==> src/hw/rtl/bb3_pkg.sv <==
// ----------------------------------------------------------------------------
// bb3_pkg
// Shared types and constants of the 3x3 box blur: pixel layout, raster
// counter widths, register indexes and the records passed between stages.
// ----------------------------------------------------------------------------
package bb3_pkg;

  localparam int MAX_WIDTH  = 1024;
  localparam int COL_W      = $clog2(MAX_WIDTH);
  localparam int WEFF_W     = COL_W + 1;
  localparam int WIDTH_W    = 11;
  localparam int HEIGHT_W   = 13;
  localparam int IN_ROW_W   = HEIGHT_W;
  localparam int OUT_ROW_W  = HEIGHT_W - 1;
  localparam int CFG_DATA_W = HEIGHT_W;
  localparam int CFG_IDX_W  = 1;
  localparam int CHAN_W     = 8;
  localparam int PIX_W      = 3 * CHAN_W;
  localparam int SUM_W      = 12;
  localparam int CNT_W      = 4;

  typedef enum logic [CFG_IDX_W-1:0] {
    REG_IMAGE_WIDTH  = 1'b0,
    REG_IMAGE_HEIGHT = 1'b1
  } cfg_reg_e;

  typedef struct packed {
    logic [CHAN_W-1:0] blue;
    logic [CHAN_W-1:0] green;
    logic [CHAN_W-1:0] red;
  } pixel_t;

  typedef struct packed {
    logic emit;
    logic last;
    logic top;
    logic bottom;
    logic left;
    logic right;
  } blur_ctrl_t;

  typedef struct packed {
    pixel_t            px;
    logic [COL_W-1:0]  col;
    blur_ctrl_t        ctrl;
  } bb3_item_t;

  typedef struct packed {
    logic              last;
    logic [CNT_W-1:0]  count;
    logic [SUM_W-1:0]  blue;
    logic [SUM_W-1:0]  green;
    logic [SUM_W-1:0]  red;
  } bb3_acc_t;

endpackage

==> src/hw/rtl/bb3_out.sv <==
// ----------------------------------------------------------------------------
// bb3_out
// Rounded division of the channel sums by the neighbor count, and the
// output register with a skid register behind it.
// ----------------------------------------------------------------------------
module bb3_out
  import bb3_pkg::*;
(
  input  logic     clk_i,
  input  logic     rst_ni,
  input  logic     acc_valid_i,
  input  bb3_acc_t acc_i,
  output logic     ready_o,
  output logic     m_valid_o,
  input  logic     m_ready_i,
  output pixel_t   m_px_o,
  output logic     m_last_o
);

  localparam int THIRD_MUL   = 2731;
  localparam int THIRD_SHIFT = 13;
  localparam int NINTH_MUL   = 7282;
  localparam int NINTH_SHIFT = 16;
  localparam int PROD_W      = SUM_W + 13;

  typedef struct packed {
    logic   last;
    pixel_t px;
  } result_t;

  // Rounding is already folded into the sum, so a floor division remains.
  // Divisions by 3 and 9 use a reciprocal that is exact for 12-bit sums.
  function automatic logic [CHAN_W-1:0] chan_mean(logic [SUM_W-1:0] m,
                                                  logic [CNT_W-1:0] cnt);
    logic [SUM_W-1:0]  num;
    logic [PROD_W-1:0] mul;
    logic [PROD_W-1:0] prod;
    num  = (cnt == CNT_W'(6)) ? (m >> 1) : m;
    mul  = (cnt == CNT_W'(9)) ? PROD_W'(NINTH_MUL) : PROD_W'(THIRD_MUL);
    prod = PROD_W'(num) * mul;
    case (cnt)
      CNT_W'(2): chan_mean = CHAN_W'(m >> 1);
      CNT_W'(4): chan_mean = CHAN_W'(m >> 2);
      CNT_W'(3), CNT_W'(6): chan_mean = CHAN_W'(prod >> THIRD_SHIFT);
      CNT_W'(9): chan_mean = CHAN_W'(prod >> NINTH_SHIFT);
      default:   chan_mean = CHAN_W'(m);
    endcase
  endfunction

  result_t main_q, main_d;
  result_t skid_q, skid_d;
  logic    main_valid_q, main_valid_d;
  logic    skid_valid_q, skid_valid_d;
  result_t res;
  logic    push;

  assign ready_o = !skid_valid_q;
  assign push    = acc_valid_i && !skid_valid_q;

  always_comb begin
    res.last     = acc_i.last;
    res.px.red   = chan_mean(acc_i.red, acc_i.count);
    res.px.green = chan_mean(acc_i.green, acc_i.count);
    res.px.blue  = chan_mean(acc_i.blue, acc_i.count);
  end

  always_comb begin
    main_d       = main_q;
    skid_d       = skid_q;
    main_valid_d = main_valid_q;
    skid_valid_d = skid_valid_q;
    if (main_valid_q && !m_ready_i) begin
      if (push) begin
        skid_d       = res;
        skid_valid_d = 1'b1;
      end
    end else if (skid_valid_q) begin
      main_d       = skid_q;
      main_valid_d = 1'b1;
      skid_valid_d = 1'b0;
    end else begin
      main_d       = res;
      main_valid_d = push;
    end
  end

  always_ff @(posedge clk_i or negedge rst_ni) begin
    if (!rst_ni) begin
      main_valid_q <= 1'b0;
      skid_valid_q <= 1'b0;
    end else begin
      main_valid_q <= main_valid_d;
      skid_valid_q <= skid_valid_d;
    end
  end

  always_ff @(posedge clk_i) begin
    main_q <= main_d;
    skid_q <= skid_d;
  end

  assign m_valid_o = main_valid_q;
  assign m_px_o    = main_q.px;
  assign m_last_o  = main_q.last;

  a_skid_behind_main: assert property (@(posedge clk_i) disable iff (!rst_ni)
    skid_valid_q |-> main_valid_q)
    else $error("skid register holds a beat while the output register is empty");

endmodule

==> config.mk <==
export PLATFORM = sky130hd
export DESIGN_NAME = bb3_out
export DESIGN_NICKNAME = d
export VERILOG_FILES = /design/src/hw/rtl/bb3_pkg.sv /design/src/hw/rtl/bb3_out.sv
export SDC_FILE = /design/constraint.sdc
export NUM_CORES = 1
export LEC_CHECK = 0
export BUFFER_PORTS_ARGS = -buffer_cell sky130_fd_sc_hd__buf_4
export CORE_ASPECT_RATIO = 0.9
export CORE_UTILIZATION = 30
export DETAILED_ROUTE_END_ITERATION = 6
export SLEW_MARGIN = 20
export SYNTH_ARGS = -nofsm -noshare
export SYNTH_HDL_FRONTEND = slang
export SYNTH_SLANG_ARGS = --single-unit
==> constraint.sdc <==
create_clock -name clk_i -period 3.6 [get_ports clk_i]
set_input_delay 0.36 -clock clk_i [delete_from_list [all_inputs] [get_ports clk_i]]
set_output_delay 0.36 -clock clk_i [all_outputs]
set_load 0.05 [all_outputs]
==> metrics <==
R2R setup slack 1890 ps; nature of the critical path startpoint primary input; outcome complete, but fails checks; Hold Slack 261 ps; sequential share of power 3.7%; most used cell, CP fa_1; Core Region 48,000 um2; Post-Syn Area 14,700 um2; CTS clk-pin slew, worst paths 70 ps; Routability Congestion 0.915; reg2reg start skid_valid_q$_DFFE_PN0P_; fin crit share 165%; fin. max-slew vios 0; Synth Flop Type edfxtp_1; CTS root buffer clkbuf_16; Post-synth EDFFs 50; Comb power frac 94.2%; Slew Limit Headroom 54.0%; Avg Inst Size Synth 8.79 um2; Starting Density 30.5%; Critical Path Fanout Max 5; Yosys reg bits 52; Async S/R FF share, synth 3.85%; slowest cell on the critical path fa_1; antenna-violating nets left 0; grt ovf 0; min-delay src acc_i[40]; Storage cell area 1550 um2; final wirelength 47.1 mm; Die W 235 um; commonest cells after routing, fill and taps aside buf_4, inv_1, fa_1, ha_1, nand2_1; post-layout min period 5930 ps; Crit path largest cell delay 550 ps; DRT Pass-1 Iters 5; fmax 169 MHz; Clk network pwr share 2.2%; GRT Util Overall 18.9%; multi-input logic area 13,100 um2; Filler cells 4,591; Setup CP Type primary input to flop; Sw Share 48.4%; CP required 3630 ps; layout cells sized above 1 36.2%; Ant. Diodes 0; hold path cells 1; total power 22,300 uW; Site Rows 76; switching power 10,800 uW; PortBufs 71; clk_lat worst skew 300 ps; Int Pwr 11,500 uW; final setup fails 48; clock skew 12.2 ps; worst reg-to-reg path cell count 4; Synth cell types 79; CTS max path bufs 2; WP data arrival 5970 ps; DR vias/cell 4.79; commonest non-fill, non-tap cell in the layout buf_4; worst min path class primary input to flop; RR Endpoint m_px_o[7]$_DFFE_PN_; synthesized instance count 1,668; worst-margin pin slew 689 ps; num ports 72; nets 2,642; die footprint 49,700 um2; die height 212 um; PD cells 1060 nW/um2; failing checks setup timing; RSZ-0062 raised after global routing true; register area share after synthesis 10.6%; CTS tree built; H-tree levels 2; vias 13,400; number of max-cap violations 0; Critical Path End Type flop; initial antenna violation count 3; leakage 0.0108 uW; drt initial violations 816; first-pass GRT wire length 75.0 mm; DRC Markers 0; worst setup margin -2330 ps; yosys warns 0; Hold Path Sink skid_q[24]$_DFFE_PP_; DP HPWL 40.1 mm; largest net degree at the start of global routing 41; synth-to-layout area growth 44.5%; Num CTS Buffers 5; Fin. Hold Viols 0; vias in the first global route 14,300; peak supply drop 0.000916 V; CTS Sinks 52; DR WL/cell 16.9 um
[sequential cells by signal (all words and copies together), names as in the netlist]
signal        flops
skid_q           25
m_px_o           24
m_last_o          1
m_valid_o         1
skid_valid_q      1
[power by group through the flow]
stage	logic, uW	registers, uW	clock network, uW
floorplan	10700	1020	0
global placement	17300	830	0
detailed placement	17600	831	0
CTS	19200	819	490
global route	23000	823	511
finish	21000	817	483
[metal layers]
metal | vias up | share of wire, % | routed length, um | track usage [%]
li1 | 6465 | - | - | -
met1 | 6584 | 47 | 22100 | 26.2
met2 | 288 | 47 | 22200 | 32.5
met3 | 48 | 4.0 | 1900 | 1.49
met4 | 6 | 1.8 | 828 | 3.06
met5 | - | 0.093 | 44 | 0
[worst max-delay path: cells and delay by family]
kind	cells	cell delay (ps)
buffers and inverters	9	800
adder cells (fa/ha/maj)	6	2480
AND/OR/NAND/NOR	5	590
XOR/XNOR	2	280
AO/OA/AOI/OAI	7	1460
[cells in the mapped netlist, drive strengths merged (20+ instances only)]
cell	n	area [um2]
a21oi	64	320
inv	383	1440
clkbuf	51	191
ha	222	2780
fa	207	4140
edfxtp	50	1500
xnor2	33	289
mux2i	21	210
o21ai	54	270
a21o	28	210
nor2	113	424
nand2	131	497
a31oi	20	125
[worst max path at each step]
stage / from / end / cells past startpoint
3_5_place_dp: acc_i[39] / m_px_o[19]$_DFFE_PN_ / 28
3_3_place_gp: acc_i[39] / m_px_o[3]$_DFFE_PN_ / 22
5_1_grt: acc_i[39] / m_px_o[3]$_DFFE_PN_ / 26
2_1_floorplan: acc_i[37] / m_px_o[7]$_DFFE_PN_ / 25
6_report: acc_i[39] / m_px_o[3]$_DFFE_PN_ / 29
4_1_cts: acc_i[39] / m_px_o[19]$_DFFE_PN_ / 29
[timing repair]
| item | in CTS | in global routing |
|---|---|---|
| hold buffers | 1 | 0 |
| resized for setup | 97 | 99 |
| pin swaps | 59 | 55 |
| endpoints found under the setup margin | 48 | 48 |
| cloned | 1 | 2 |
| endpoints found under the hold margin | 2 | 0 |
| setup buffers | 22 | 27 |
[area by class of cell]
cell class | count | share of cell area (%)
tap | 624 | 3.69
clock buffer | 6 | 0.609
inverter | 383 | 6.83
multi-input combinational | 1206 | 61.8
clock inverter | 2 | 0.0650
sequential | 52 | 7.33
timing repair buffer | 520 | 19.6
[per-stage QoR]
stage               std cells  setup WS, ps  instance area, um2  TNS [ps]  utilization, %
global route             2793         -2540               21200   -113930            44.1
detailed placement       2733         -2790               19600   -124790            40.9
finish                   2793         -2330               21200   -105630            44.1
CTS                      2765         -2330               20400   -104660            42.6
floorplan                1702         -2620               15700   -112740               -
global placement         2733         -2680               19600   -121900            40.9
[kinds of logic (layout without fill, tap and decap cells)]
kind of cell	Yosys count	in the layout	synth area share, %
multiplexers	31	31	2.20
adder cells (fa/ha/maj)	429	429	47.2
other	2	36	0.0512
flip-flops	52	52	10.6
buffers and inverters	444	911	11.4
AND/OR/NAND/NOR	373	373	12.1
XOR/XNOR	50	50	2.99
AO/OA/AOI/OAI	287	287	13.4
No activity file was read; power rests on OpenSTA's default activity.
