**src/hw/rtl/bb3_pkg.sv**
```systemverilog
// ----------------------------------------------------------------------------
// bb3_pkg
// Shared types and constants of the 3x3 box blur: pixel layout, raster
// counter widths, register indexes and the records passed between stages.
// ----------------------------------------------------------------------------
package bb3_pkg;

  localparam int MAX_WIDTH  = 1024;
  localparam int COL_W      = $clog2(MAX_WIDTH);
  localparam int WEFF_W     = COL_W + 1;
  localparam int WIDTH_W    = 11;
  localparam int HEIGHT_W   = 13;
  localparam int IN_ROW_W   = HEIGHT_W;
  localparam int OUT_ROW_W  = HEIGHT_W - 1;
  localparam int CFG_DATA_W = HEIGHT_W;
  localparam int CFG_IDX_W  = 1;
  localparam int CHAN_W     = 8;
  localparam int PIX_W      = 3 * CHAN_W;
  localparam int SUM_W      = 12;
  localparam int CNT_W      = 4;

  typedef enum logic [CFG_IDX_W-1:0] {
    REG_IMAGE_WIDTH  = 1'b0,
    REG_IMAGE_HEIGHT = 1'b1
  } cfg_reg_e;

  typedef struct packed {
    logic [CHAN_W-1:0] blue;
    logic [CHAN_W-1:0] green;
    logic [CHAN_W-1:0] red;
  } pixel_t;

  typedef struct packed {
    logic emit;
    logic last;
    logic top;
    logic bottom;
    logic left;
    logic right;
  } blur_ctrl_t;

  typedef struct packed {
    pixel_t            px;
    logic [COL_W-1:0]  col;
    blur_ctrl_t        ctrl;
  } bb3_item_t;

  typedef struct packed {
    logic              last;
    logic [CNT_W-1:0]  count;
    logic [SUM_W-1:0]  blue;
    logic [SUM_W-1:0]  green;
    logic [SUM_W-1:0]  red;
  } bb3_acc_t;

endpackage

```
**src/hw/rtl/bb3_window.sv**
```systemverilog
// ----------------------------------------------------------------------------
// bb3_window
// The 3x3 window that slides along the stream, followed by a stage that
// adds up the neighbors inside the image per channel and counts them.
// ----------------------------------------------------------------------------
module bb3_window
  import bb3_pkg::*;
(
  input  logic       clk_i,
  input  logic       rst_ni,
  input  logic       en_i,
  input  logic       valid_i,
  input  pixel_t     above2_i,
  input  pixel_t     above_i,
  input  pixel_t     px_i,
  input  blur_ctrl_t ctrl_i,
  output logic       acc_valid_o,
  output bb3_acc_t   acc_o
);

  pixel_t     win_q [3][3];
  logic       s2_valid_q;
  blur_ctrl_t s2_ctrl_q;
  logic       acc_valid_q;
  bb3_acc_t   acc_q;
  bb3_acc_t   acc_d;

  always_ff @(posedge clk_i or negedge rst_ni) begin
    if (!rst_ni) begin
      for (int r = 0; r < 3; r++) begin
        for (int c = 0; c < 3; c++) begin
          win_q[r][c] <= '0;
        end
      end
    end else if (en_i && valid_i) begin
      for (int r = 0; r < 3; r++) begin
        win_q[r][0] <= win_q[r][1];
        win_q[r][1] <= win_q[r][2];
      end
      win_q[0][2] <= above2_i;
      win_q[1][2] <= above_i;
      win_q[2][2] <= px_i;
    end
  end

  always_comb begin
    logic [2:0]       row_en;
    logic [2:0]       col_en;
    logic [1:0]       rows;
    logic [1:0]       cols;
    logic [SUM_W-1:0] sum_r;
    logic [SUM_W-1:0] sum_g;
    logic [SUM_W-1:0] sum_b;
    row_en = {s2_ctrl_q.bottom, 1'b1, s2_ctrl_q.top};
    col_en = {s2_ctrl_q.right, 1'b1, s2_ctrl_q.left};
    rows   = 2'd1 + 2'(s2_ctrl_q.top) + 2'(s2_ctrl_q.bottom);
    cols   = 2'd1 + 2'(s2_ctrl_q.left) + 2'(s2_ctrl_q.right);
    sum_r  = '0;
    sum_g  = '0;
    sum_b  = '0;
    for (int r = 0; r < 3; r++) begin
      for (int c = 0; c < 3; c++) begin
        if (row_en[r] && col_en[c]) begin
          sum_r = sum_r + SUM_W'(win_q[r][c].red);
          sum_g = sum_g + SUM_W'(win_q[r][c].green);
          sum_b = sum_b + SUM_W'(win_q[r][c].blue);
        end
      end
    end
    acc_d.count = CNT_W'(rows) * CNT_W'(cols);
    acc_d.red   = sum_r + SUM_W'(acc_d.count >> 1);
    acc_d.green = sum_g + SUM_W'(acc_d.count >> 1);
    acc_d.blue  = sum_b + SUM_W'(acc_d.count >> 1);
    acc_d.last  = s2_ctrl_q.last;
  end

  always_ff @(posedge clk_i or negedge rst_ni) begin
    if (!rst_ni) begin
      s2_valid_q  <= 1'b0;
      acc_valid_q <= 1'b0;
    end else if (en_i) begin
      s2_valid_q  <= valid_i && ctrl_i.emit;
      acc_valid_q <= s2_valid_q;
    end
  end

  always_ff @(posedge clk_i) begin
    if (en_i && valid_i) begin
      s2_ctrl_q <= ctrl_i;
    end
    if (en_i && s2_valid_q) begin
      acc_q <= acc_d;
    end
  end

  assign acc_valid_o = acc_valid_q;
  assign acc_o       = acc_q;

endmodule

```
**config.mk**
```make
export PLATFORM = sky130hd
export DESIGN_NAME = bb3_window
export DESIGN_NICKNAME = d
export VERILOG_FILES = /design/src/hw/rtl/bb3_pkg.sv /design/src/hw/rtl/bb3_window.sv
export SDC_FILE = /design/constraint.sdc
export NUM_CORES = 1
export LEC_CHECK = 0
export BUFFER_PORTS_ARGS = -buffer_cell sky130_fd_sc_hd__buf_4
export CELL_PAD_IN_SITES_DETAIL_PLACEMENT = 0
export CELL_PAD_IN_SITES_GLOBAL_PLACEMENT = 1
export CORE_UTILIZATION = 49
export CTS_CLUSTER_DIAMETER = 100
export DETAILED_ROUTE_END_ITERATION = 8
export PLACE_DENSITY = 0.78
export SYNTH_ARGS = -nofsm -noshare
export SYNTH_HDL_FRONTEND = slang
export SYNTH_SLANG_ARGS = --single-unit
```
**constraint.sdc**
```tcl
create_clock -name clk_i -period 13.2 [get_ports clk_i]
set_input_delay 1.32 -clock clk_i [delete_from_list [all_inputs] [get_ports clk_i]]
set_output_delay 1.32 -clock clk_i [all_outputs]
set_load 0.05 [all_outputs]
```
==> Flow_metrics.wiki <==
{| class="wikitable"
! Metric !! Value
|-
| Horizontal extent of the die || 211 µm
|-
| Number of violations reported at the end of detailed-routing iteration 0 || 752
|-
| Status || finished, final reports clean
|-
| Hold Path Depth || 0
|-
| Data arrival time at the worst-slack endpoint || 11.46 ns
|-
| Number of global-route vias before repair || 17,000
|-
| Floorplan Core Area || 43,100 µm²
|-
| Fraction of synthesis flops using an asynchronous set or reset pin || 0.826
|-
| CP dominant cell by count || ha_1
|-
| Final weighted congestion in routability-driven placement || 0.863
|-
| Setup total negative slack || 0 ns
|-
| Buffer cell driving the clock tree root || clkbuf_16
|-
| I/O pin count || 124
|-
| Cell at the slowest stage of the critical path || edfxtp_1
|-
| Clock sink count || 264
|-
| H-tree Lvls || 2
|-
| Number of buffers added by the clock tree synthesis step || 35
|-
| Post-synthesis net count || 2,569
|-
| Number of placement rows || 76
|-
| Via-per-instance ratio || 5.66
|-
| Final wirelength || 50,400 µm
|-
| Top delay family on crit path || compound AO/OA/AOI/OAI gates
|-
| CP required || 13.48 ns
|-
| Via Count || 16,800
|-
| Global-route wire length before repair || 84,000 µm
|-
| Fmax || 89.4 MHz
|-
| Max FO, Critical Path || 38
|-
| Number of antenna violations at the first check in global routing || 1
|-
| Post-CTS setup buffer count || 0
|-
| CTS Buffer Depth || 3
|-
| Register bit count reported by yosys || 264
|-
| Total of cells resized after clock tree synthesis || 0
|-
| Path length in cells of the critical path || 45
|-
| Nature of the critical path endpoint || flop
|-
| Overall track demand over capacity in global routing || 0.233
|-
| Chip height || 211 µm
|-
| RSZ-0062 raised after global routing || no
|-
| Count of fill cells added during filler insertion || 3,918
|-
| Skew-Pair Late Insertion Delay || 0.54 ns
|-
| Total area of sequential cells || 6840 µm²
|-
| Initial core utilization || 0.496
|-
| Share of synthesized area occupied by flip-flops and latches || 0.320
|-
| Number of optimization iterations in the first detailed-route pass || 7
|-
| Depth of the worst register-to-register path || 45
|-
| YS warnings || 0
|-
| Final net count || 2,674
|-
| Total die area || 44,500 µm²
|-
| Number of buffers added to fix hold violations after cts || 0
|-
| Slew HR || 0.268
|-
| Detail Placement HPWL || 37,300 µm
|-
| Number of flops mapped to enable cells by yosys || 46
|-
| Count of pins over their slew limit || 0
|-
| Number of library cell types mapped by synthesis || 83
|-
| Sum of buffers and inverters on the critical path || 3
|-
| Max Cap Violations || 0
|-
| Dominant register cell in the synthesized netlist || dfrtp_1
|-
| Mean routed wirelength per cell || 17.0 µm
|-
| Final Hold Viols || 0
|-
| Setup clock skew after layout || 0.0229 ns
|-
| Peak per-stage delay on the critical path || 0.92 ns
|-
| Fraction of layout instances using a drive strength above 1 || 0.181
|-
| Slew at the pin with the worst max-slew slack || 1.10 ns
|-
| Min-delay worst type || flop to flop
|-
| Clock-pin slew of the registers on the worst-case setup and hold paths || 0.06 ns
|-
| Post-synth design cell area || 21,400 µm²
|-
| Share of the cycle needed by the critical path after routing || 0.847
|-
| CTS tree || done
|-
| Total setup violations reported at the end of the flow || 0
|-
| Maximum number of pins on one net before global-route repair || 98
|-
| Signed area change from the synthesized netlist to the final layout || 12.8%
|-
| Number of remaining DRC errors || 0
|-
| Avg Inst Size Synth || 9.48 µm²
|-
| Post-route ant nets || 0
|-
| Number of buffers inserted by port buffering || 123
|-
| CP startpoint kind || flop
|-
| Post-Synthesis Cells || 2,255
|-
| Crit path kind || flop to flop
|-
| Area of the multi-input gates || 13,700 µm²
|-
| Clock period minus final worst setup slack || 11.19 ns
|-
| Total congestion overflow || 0
|}
final cells by class:
cell class	instances	share of cell area
inverters	139	0.0220
clock buffers	51	0.0421
diodes	1	0.000104
multi-input cells	1781	0.570
well taps	585	0.0304
repair buffers	139	0.0436
flip-flops and latches	264	0.284
clock inverters	11	0.00804
metrics by stage:
step                      instances  setup slack [ns]  cell area, µm²   util  hold WS (ns)
final                          2971              2.01           24100  0.560         0.445
after CTS                      2970              1.96           24100  0.560         0.461
after floorplan                2255              3.29           21400      -         0.400
after global placement         2908              2.17           22900  0.532         0.411
after detailed placement       2908              2.01           22900  0.532         0.447
after global routing           2970             0.912           24100  0.560         0.471
layout by cell type, fill, tap and decap left out, types with 46 or more instances in the layout:
| cell | n |
|---|---|
| buf_4 | 138 |
| ha_1 | 205 |
| dfrtp_1 | 218 |
| edfxtp_1 | 46 |
| a21oi_1 | 149 |
| mux2_2 | 212 |
| xnor2_1 | 109 |
| inv_1 | 136 |
| xor2_1 | 48 |
| a21o_1 | 59 |
| nand2_1 | 138 |
| nor2_1 | 198 |
| o21ai_0 | 142 |
registers in the layout, indices dropped and copies added, names as in the netlist:
| register | count |
|---|---|
| acc_d | 1 |
| s2_valid_q | 1 |
| acc_o | 41 |
| acc_valid_o | 1 |
| win_q | 216 |
| s2_ctrl_q | 4 |
worst register-to-register path, delay by kind of cell (launching register included):
kind            cells  cell delay, ns
compound gates     19            3.47
xor+xnor            3            0.47
fa+ha+maj           9            2.65
buf+inv             3            0.64
flops               1            0.92
mux                 3            0.78
simple gates        8            1.96
worst paths after layout:
| path | to | from | slack, ns |
|---|---|---|---|
| setup / recovery | acc_o[22] | s2_ctrl_q[1] | 2.01 |
| hold / removal | acc_o[40] | acc_d[40] | 0.45 |
| setup reg to reg | acc_o[22] | s2_ctrl_q[1] | 2.01 |
| hold reg to reg | acc_o[40] | acc_d[40] | 0.45 |
| max in group asynchronous | win_q[70] | rst_ni | 10.95 |
| min in group asynchronous | win_q[197] | rst_ni | 0.83 |
kinds of logic after synthesis:
family,after synthesis,synth area share
AND/OR/NAND/NOR,552,0.122
multiplexers,251,0.132
adder cells (fa/ha/maj),232,0.145
AO/OA/AOI/OAI,587,0.178
buffers and inverters,210,0.0371
flip-flops,264,0.320
XOR/XNOR,159,0.0664
layer usage:
layer,share of wire,track usage,vias to the layer above
li1,-,-,8365
met1,0.46,0.295,8114
met2,0.49,0.415,247
met3,0.030,0.0284,81
met4,0.023,0.0710,0
met5,0,0,-
cell usage after synthesis, types with 21 or more instances:
cell	count	share of area
and3_1	36	0.011
clkbuf_1	57	0.010
mux2i_1	35	0.016
nor3_1	31	0.0073
a21o_1	59	0.021
nand2_1	138	0.024
dfrtp_1	218	0.26
ha_1	205	0.12
xor2_1	48	0.020
fa_1	27	0.025
o21a_1	35	0.012
o31ai_1	21	0.0074
o21bai_1	21	0.0074
nor2_1	198	0.035
xnor2_1	109	0.045
edfxtp_1	46	0.065
o21ai_0	142	0.033
a211oi_1	37	0.013
inv_1	136	0.024
mux2_2	212	0.11
nor2b_1	30	0.0088
a21oi_1	149	0.035
nand3_1	26	0.0061
Power is left out: the tool's default activity adds up to more than one toggle a clock period on the data nets, which glitch-free logic cannot reach.
