===== config.mk =====
export PLATFORM = sky130hd
export DESIGN_NAME = bb3_ctrl
export DESIGN_NICKNAME = d
export VERILOG_FILES = /design/src/hw/rtl/bb3_pkg.sv /design/src/hw/rtl/bb3_ctrl.sv
export SDC_FILE = /design/constraint.sdc
export NUM_CORES = 1
export LEC_CHECK = 0
export BUFFER_PORTS_ARGS = -buffer_cell sky130_fd_sc_hd__buf_2
export CAP_MARGIN = 25
export CORE_UTILIZATION = 45
export DETAILED_ROUTE_END_ITERATION = 10
export PLACE_DENSITY = 0.66
export SYNTH_ARGS = -nofsm -noshare
export SYNTH_HDL_FRONTEND = slang
export SYNTH_SLANG_ARGS = --single-unit

===== constraint.sdc =====
create_clock -name clk_i -period 3.99 [get_ports clk_i]
set_input_delay 0.399 -clock clk_i [delete_from_list [all_inputs] [get_ports clk_i]]
set_output_delay 0.399 -clock clk_i [all_outputs]
set_load 0.005 [all_outputs]

===== src/hw/rtl/bb3_pkg.sv =====
// ----------------------------------------------------------------------------
// bb3_pkg
// Shared types and constants of the 3x3 box blur: pixel layout, raster
// counter widths, register indexes and the records passed between stages.
// ----------------------------------------------------------------------------
package bb3_pkg;

  localparam int MAX_WIDTH  = 1024;
  localparam int COL_W      = $clog2(MAX_WIDTH);
  localparam int WEFF_W     = COL_W + 1;
  localparam int WIDTH_W    = 11;
  localparam int HEIGHT_W   = 13;
  localparam int IN_ROW_W   = HEIGHT_W;
  localparam int OUT_ROW_W  = HEIGHT_W - 1;
  localparam int CFG_DATA_W = HEIGHT_W;
  localparam int CFG_IDX_W  = 1;
  localparam int CHAN_W     = 8;
  localparam int PIX_W      = 3 * CHAN_W;
  localparam int SUM_W      = 12;
  localparam int CNT_W      = 4;

  typedef enum logic [CFG_IDX_W-1:0] {
    REG_IMAGE_WIDTH  = 1'b0,
    REG_IMAGE_HEIGHT = 1'b1
  } cfg_reg_e;

  typedef struct packed {
    logic [CHAN_W-1:0] blue;
    logic [CHAN_W-1:0] green;
    logic [CHAN_W-1:0] red;
  } pixel_t;

  typedef struct packed {
    logic emit;
    logic last;
    logic top;
    logic bottom;
    logic left;
    logic right;
  } blur_ctrl_t;

  typedef struct packed {
    pixel_t            px;
    logic [COL_W-1:0]  col;
    blur_ctrl_t        ctrl;
  } bb3_item_t;

  typedef struct packed {
    logic              last;
    logic [CNT_W-1:0]  count;
    logic [SUM_W-1:0]  blue;
    logic [SUM_W-1:0]  green;
    logic [SUM_W-1:0]  red;
  } bb3_acc_t;

endpackage


===== src/hw/rtl/bb3_ctrl.sv =====
// ----------------------------------------------------------------------------
// bb3_ctrl
// Configuration registers and raster counters. Decides per beat whether the
// item enters the pipeline, which line buffer column it uses, whether it
// produces an output pixel and which neighbors of that pixel are inside.
// ----------------------------------------------------------------------------
module bb3_ctrl
  import bb3_pkg::*;
(
  input  logic                  clk_i,
  input  logic                  rst_ni,
  input  logic                  cfg_we_i,
  input  logic [CFG_IDX_W-1:0]  cfg_index_i,
  input  logic [CFG_DATA_W-1:0] cfg_data_i,
  input  logic                  accept_i,
  input  pixel_t                pixel_i,
  input  logic                  is_pad_i,
  output logic                  take_o,
  output bb3_item_t             item_o
);

  logic [WIDTH_W-1:0]   width_q, width_d;
  logic [HEIGHT_W-1:0]  height_q, height_d;
  logic [COL_W-1:0]     in_col_q, in_col_d;
  logic [IN_ROW_W-1:0]  in_row_q, in_row_d;
  logic [COL_W-1:0]     out_col_q, out_col_d;
  logic [OUT_ROW_W-1:0] out_row_q, out_row_d;

  logic [WEFF_W-1:0]    w_eff;
  logic [HEIGHT_W-1:0]  h_eff;
  logic                 flushing;
  logic [WEFF_W-1:0]    in_col_next;
  logic                 in_wrap;
  logic [WEFF_W-1:0]    out_col_next;
  logic [HEIGHT_W-1:0]  out_row_next;
  blur_ctrl_t           ctrl;

  always_comb begin
    if (width_q == '0) begin
      w_eff = WEFF_W'(1);
    end else if (32'(width_q) > 32'(MAX_WIDTH)) begin
      w_eff = WEFF_W'(MAX_WIDTH);
    end else begin
      w_eff = WEFF_W'(width_q);
    end
    h_eff = (height_q == '0) ? HEIGHT_W'(1) : height_q;
  end

  assign flushing     = in_row_q >= h_eff;
  assign in_col_next  = {1'b0, in_col_q} + WEFF_W'(1);
  assign in_wrap      = in_col_next >= w_eff;
  assign out_col_next = {1'b0, out_col_q} + WEFF_W'(1);
  assign out_row_next = {1'b0, out_row_q} + HEIGHT_W'(1);

  always_comb begin
    ctrl.emit   = (in_row_q > IN_ROW_W'(1)) ||
                  ((in_row_q == IN_ROW_W'(1)) && (in_col_q != '0));
    ctrl.top    = out_row_q != '0;
    ctrl.bottom = out_row_next < h_eff;
    ctrl.left   = out_col_q != '0;
    ctrl.right  = out_col_next < w_eff;
    ctrl.last   = !ctrl.bottom && !ctrl.right;
  end

  assign take_o      = accept_i && (flushing || !is_pad_i);
  assign item_o.px   = flushing ? '0 : pixel_i;
  assign item_o.col  = in_col_q;
  assign item_o.ctrl = ctrl;

  always_comb begin
    width_d   = width_q;
    height_d  = height_q;
    in_col_d  = in_col_q;
    in_row_d  = in_row_q;
    out_col_d = out_col_q;
    out_row_d = out_row_q;
    if (cfg_we_i) begin
      unique case (cfg_reg_e'(cfg_index_i))
        REG_IMAGE_WIDTH:  width_d  = cfg_data_i[WIDTH_W-1:0];
        REG_IMAGE_HEIGHT: height_d = cfg_data_i[HEIGHT_W-1:0];
      endcase
      in_col_d  = '0;
      in_row_d  = '0;
      out_col_d = '0;
      out_row_d = '0;
    end else if (take_o) begin
      in_col_d = in_wrap ? '0 : in_col_next[COL_W-1:0];
      in_row_d = in_wrap ? IN_ROW_W'(in_row_q + 1'b1) : in_row_q;
      if (ctrl.emit) begin
        if (ctrl.last) begin
          in_col_d  = '0;
          in_row_d  = '0;
          out_col_d = '0;
          out_row_d = '0;
        end else if (ctrl.right) begin
          out_col_d = out_col_next[COL_W-1:0];
        end else begin
          out_col_d = '0;
          out_row_d = out_row_next[OUT_ROW_W-1:0];
        end
      end
    end
  end

  always_ff @(posedge clk_i or negedge rst_ni) begin
    if (!rst_ni) begin
      width_q   <= WIDTH_W'(1);
      height_q  <= HEIGHT_W'(1);
      in_col_q  <= '0;
      in_row_q  <= '0;
      out_col_q <= '0;
      out_row_q <= '0;
    end else begin
      width_q   <= width_d;
      height_q  <= height_d;
      in_col_q  <= in_col_d;
      in_row_q  <= in_row_d;
      out_col_q <= out_col_d;
      out_row_q <= out_row_d;
    end
  end

  a_in_col_range: assert property (@(posedge clk_i) disable iff (!rst_ni)
    {1'b0, in_col_q} < w_eff)
    else $error("input column ran past the row width");

  a_out_col_range: assert property (@(posedge clk_i) disable iff (!rst_ni)
    {1'b0, out_col_q} < w_eff)
    else $error("output column ran past the row width");

  a_out_row_range: assert property (@(posedge clk_i) disable iff (!rst_ni)
    {1'b0, out_row_q} < h_eff)
    else $error("output row ran past the frame height");

endmodule


==> results.txt, run 1 <==
Relative slew slack - 39.0%
Post-DP Area - 5700 µm²
CTS tree - done
Core area - 11000 µm²
DR vias/cell - 5.81
Leak pwr - 2.86 nW
Logic pwr share - 17.8%
Int Pwr - 1.31 mW
Commonest non-fill, non-tap cells in the layout - buf_2, dfrtp_1, nand2_1
WP data required - 3590 ps
Cell area after layout - 6010 µm²
Clk slew on worst S/H paths - 70 ps
Syn. warnings - 0
Site Rows - 38
Clock sinks - 69
Power per cell area - 309 nW/µm²
Area growth from synthesis to layout - 17.3%
VDD IR max - 0.290 mV
Die outline width - 109 µm
Switching pwr - 0.550 mW
Synth top area share - 32.7%
Top_reg_cell synth - dfrtp_1
Post-CTS Setup Repair Bufs - 0
H-tree levels - 3
Mapped Nets - 643
Yosys reg bits - 69
Max-capacitance violation count - 0
Final ANT Viol Nets - 0
Vias in the first global route - 4355
DP HPWL - 10300 µm
RSZ-0062 raised after global routing - no
Die H - 109 µm
Sequential element share of the synthesized area - 33.7%
Placer Congestion - 0.871
Cts bufs inserted - 9
Drt first pass iters - 5
Placed cells - 762
Post-layout net count - 732
Arr. time, crit path - 3330 ps
Crit path capture type - output port
GR Layer Usage met3 - 3.35%
Switching share of power - 29.6%
CP Max Fanout - 7
Clock latency on the worst-skew pair - 340 ps
Post-Synthesis Cells - 546
I/O Buffers - 83
Initial core utilization - 46.7%
Synthesized area - 5120 µm²
Ant. Diodes - 0
Netlist cell types - 67
Cell depth of the worst hold path - 2
Async S/R FF share, synth - 100%
Clock tree root buffer cell - clkbuf_16
GRT Util Overall - 24.1%
Clock Power Share - 40.4%
Wire length per cell - 17.0 µm
Final Hold Vio Count - 0
Clock buffer depth - 2
Initial antenna violation count - 0
Final worst setup slack - 262 ps
R2R depth - 13
Setup Viol. Count Final - 0
Setup Skew - 10.9 ps
Pre-CTS WS - 478 ps
Global-route wire length before repair - 21700 µm
Final global-route overflow total - 0
Yosys top cell by area - dfrtp_1
CP startpoint kind - flop
Fin crit share - 93.4%
Met2 usage - 39.9%
GR peak layer - met2
Post-route DRC - 0
Post-synth EDFFs - 0
Worst hold path type - in2reg
Vias - 4535
Slew Limit Fails - 0
Commonest non-fill, non-tap cell in the layout - buf_2
Slew at the pin closest to its max-slew limit - 912 ps
I/O pin count - 84
Final Core Density - 54.7%
GRT met1 Usage - 31.5%
Final non-filler cell total - 780
Initial DRC Count - 410
Reg power frac - 41.8%
Post-Syn Area per Cell - 9.38 µm²
Fmax - 268 MHz
Area contributors post-synth - dfrtp_1, ha_1, mux2_2
Kind of critical path - reg2out
Status - finished, final reports clean
Share of cells above drive strength 1 - 25.2%
Final-layout fill cell count - 989
Clock period minus worst slack - 3730 ps
Final wirelength - 13200 µm
Total die area - 11800 µm²
Largest net degree at the start of global routing - 44
TNS Setup - 0 ps
## cell type report
cell class	instances	area, µm²	area share (%)
tap	140	175	2.91
inverter	37	141	2.35
timing repair buffer	95	520	8.66
clock inverter	6	47.5	0.791
sequential	69	1730	28.8
clock buffer	10	229	3.81
multi-input combinational	423	3170	52.7
## final timing paths
kind	from	end	slack, ps
max	out_row_q[2]	item_o[4]	260
min	cfg_data_i[11]	height_q[11]	290
max reg2reg	width_q[4]	out_row_q[4]	420
min reg2reg	height_q[5]	height_q[5]	540
max in group asynchronous	rst_ni	in_row_q[11]	2570
min in group asynchronous	rst_ni	out_row_q[2]	500
## worst max-delay path, cell delays in order (launching register included)
cell	delay, ps
dfrtp_1	470
and4_1	280
nand4_1	280
nor2_1	220
xor2_1	200
ha_1	270
a21o_1	180
a21o_1	180
a211oi_2	430
a21o_1	290
inv_1	50
buf_2	120
## synth_stat cells (all sizes together) (14+ instances only)
cell,instances
dfrtp,67
nor4,14
nand2,56
xnor2,14
a21oi,16
mux2,26
ha,54
o21ai,23
nand3,28
inv,37
nor3,19
nor2,29
and2,27
## power groups by stage
stage          combinational, mW  clock (mW)  sequential [mW]
2_1_floorplan              0.210           0            0.777
3_3_place_gp               0.317           0            0.788
3_5_place_dp               0.327           0            0.789
4_1_cts                    0.329       0.766            0.777
5_1_grt                    0.375       0.794            0.783
6_report                   0.331       0.751            0.777
## kinds of logic (layout without fill, tap and decap cells)
kind of cell,count (synthesis),in the layout,share of synthesized area (%)
fa+ha+maj,54,54,13.2
flops,69,69,33.7
compound gates,115,115,17.8
buf+inv,54,148,4.54
xor+xnor,26,26,4.44
mux,26,26,5.71
simple gates,202,202,20.6
## sequential cells by signal, indices dropped and copies added (netlist names)
name and cells:
in_col_q 10, in_row_q 13, height_q 13, out_col_q 10
width_q 11, out_row_q 12
## metrics by stage
step / hold slack (ps) / power (mW)
3_5_place_dp: 522 / 1.12
3_3_place_gp: 519 / 1.10
2_1_floorplan: 103 / 0.987
4_1_cts: 233 / 1.87
6_report: 294 / 1.86
5_1_grt: 294 / 1.95
## metal layers
metal | wire length [µm] | vias up
met1 | 5980 | 2144
met5 | 0 | -
met3 | 747 | 23
met4 | 305 | 0
li1 | - | 2191
met2 | 6190 | 177
## what timing repair did
action | in CTS | in global routing
endpoints found under the setup margin | 0 | 1
hold endpoints to repair | 0 | 13
resized for setup | 0 | 1
hold buffers | 0 | 1
Power figures use the tool's default switching activity.
==> run 2, diff against run 1 <==
Settings changed: CORE_UTILIZATION 45 to 58, PLACE_DENSITY 0.66 to 0.82.
==> results.txt, run 2 (synthesis results as in run 1) <==
Slew at the pin closest to its max-slew limit - 905 ps (-7.22 ps)
Ant. Diodes - 0 (unchanged)
Pre-CTS WS - 496 ps (+18.1 ps)
CP startpoint kind - flop
Clk slew on worst S/H paths - 90 ps (+20 ps)
Final Hold Vio Count - 0 (unchanged)
DP HPWL - 9960 µm (-3.4%)
Post-route DRC - 0 (unchanged)
Relative slew slack - 39.6% (+0.60 points)
Switching share of power - 33.3% (+3.7 points)
Status - finished, final reports clean
Max-capacitance violation count - 0 (unchanged)
Crit path capture type - output port
Logic pwr share - 19.4% (+1.6 points)
H-tree levels - 3 (unchanged)
Worst hold path type - in2reg
Setup Skew - 11.7 ps (+0.798 ps)
Arr. time, crit path - 3300 ps (-30 ps)
Initial DRC Count - 333 (-19%)
Clock tree root buffer cell - clkbuf_8
Drt first pass iters - 5 (unchanged)
Global-route wire length before repair - 21900 µm (+1.1%)
Post-CTS Setup Repair Bufs - 0 (unchanged)
Reg power frac - 46.2% (+4.4 points)
CTS tree - done
Wire length per cell - 17.9 µm (+5.4%)
VDD IR max - 0.239 mV (-18%)
Final global-route overflow total - 0 (unchanged)
Initial antenna violation count - 0 (unchanged)
Int Pwr - 1.13 mW (-14%)
Vias in the first global route - 4525 (+3.9%)
Setup Viol. Count Final - 0 (unchanged)
I/O Buffers - 83 (unchanged)
Kind of critical path - reg2out
GRT Util Overall - 31.2% (+7.1 points)
Power per cell area - 288 nW/µm² (-6.9%)
Share of cells above drive strength 1 - 25.4% (+0.28 points)
Clock period minus worst slack - 3700 ps (-25.9 ps)
Commonest non-fill, non-tap cells in the layout - buf_2, dfrtp_1, nand2_1
Fmax - 270 MHz (+0.70%)
Final ANT Viol Nets - 0 (unchanged)
Clock Power Share - 34.4% (-6.0 points)
Largest net degree at the start of global routing - 48 (+9.1%)
Vias - 4678 (+3.2%)
Initial core utilization - 61.1% (+14 points)
Cts bufs inserted - 9 (unchanged)
Leak pwr - 2.82 nW (-1.6%)
Area growth from synthesis to layout - 14.7%
Final worst setup slack - 288 ps (+25.9 ps)
Final wirelength - 13300 µm (+0.25%)
Switching pwr - 0.564 mW (+2.5%)
WP data required - 3590 ps (about the same)
Top Registers - height_q x13, in_row_q x13, out_row_q x12
Fin crit share - 92.8% (-0.65 points)
Cell area after layout - 5880 µm² (-2.2%)
DR vias/cell - 6.30 (+8.4%)
Core area - 8380 µm² (-24%)
Post-layout net count - 729 (-0.41%)
Final-layout fill cell count - 645 (-35%)
CP Max Fanout - 9 (+2)
Clock buffer depth - 2 (unchanged)
Die H - 96.0 µm (-12%)
Site Rows - 33 (-13%)
Commonest non-fill, non-tap cell in the layout - buf_2
Placer Congestion - 0.898 (+3.1%)
Clock latency on the worst-skew pair - 360 ps (+20 ps)
Total die area - 9210 µm² (-22%)
Slew Limit Fails - 0 (unchanged)
Clock sinks - 69 (unchanged)
Post-DP Area - 5630 µm² (-1.2%)
Die outline width - 96.0 µm (-12%)
I/O pin count - 84 (unchanged)
## run 2: cell count changes in the layout (fill, tap and decap cells not counted), moves of 3 or more
| cell | delta |
|---|---|
| clkinv_4 | -3 |
| inv_8 | +4 |
| buf_4 | -3 |
| clkbuf_8 | +9 |
| clkbuf_16 | -9 |
## run 2: layer usage
metal	up-vias	track usage [%]	routed length, µm
met3	32	5.85	838
li1	2173	-	-
met5	-	0	0
met2	229	51.7	6370
met4	0	13.2	300
met1	2244	39.7	5740
## run 2: worst paths after layout
kind                           startpoint            to  slack, ps  cells past startpoint
setup reg to reg             out_row_q[3]  in_row_q[12]        430                     13
min in group asynchronous          rst_ni    width_q[7]        460                      2
setup / recovery             out_col_q[0]     item_o[4]        290                     14
max in group asynchronous          rst_ni    width_q[0]       2620                      4
hold reg to reg               height_q[4]   height_q[4]        560                      1
hold / removal             cfg_data_i[11]  height_q[11]        270                      2
## run 2: final cells by class
cell class                 instances  area, µm²  share of cell area (%)
multi-input combinational        423       3190                    54.2
sequential                        69       1730                    29.4
timing repair buffer              92        498                    8.47
inverter                          37        139                    2.36
tap                              105        131                    2.23
clock buffer                       9        124                    2.11
clock inverter                     7       70.1                    1.19
## run 2: what timing repair did
action                                  CTS  global route
gates resized for setup                   0             6
endpoints found under the hold margin     0            13
hold buffers                              0             1
endpoints found under the setup margin    0             7
## run 2: stage by stage
step / power (mW) / setup TNS (ps) / utilization, % / hold slack (ps) / std cells
3_3_place_gp: 1.10 / 0 / 67.2 / 516 / 724
2_1_floorplan: 0.987 / 0 / - / 103 / 546
5_1_grt: 1.78 / -105 / 70.1 / 250 / 742
6_report: 1.69 / 0 / 70.1 / 269 / 742
3_5_place_dp: 1.11 / 0 / 67.2 / 534 / 724
4_1_cts: 1.69 / 0 / 69.5 / 247 / 740
## run 2: worst max-delay path, stage by stage, from the launching register on
cell and delay (ps):
dfrtp_1 410, ha_1 250, and3_1 230, nand3_2 140, nor2_1 160, xor2_1 110
ha_1 220, a2111oi_1 380, o21ai_0 170, o22ai_1 190, o21ai_2 130, inv_2 180
a21o_1 200, inv_1 50, buf_2 120
## run 2: power groups by stage
stage	Combinational (mW)	Clock, mW	Sequential [mW]
after detailed placement	0.319	0	0.793
after floorplan	0.210	0	0.777
after global placement	0.308	0	0.791
final	0.328	0.582	0.783
after CTS	0.322	0.590	0.780
after global routing	0.367	0.628	0.787
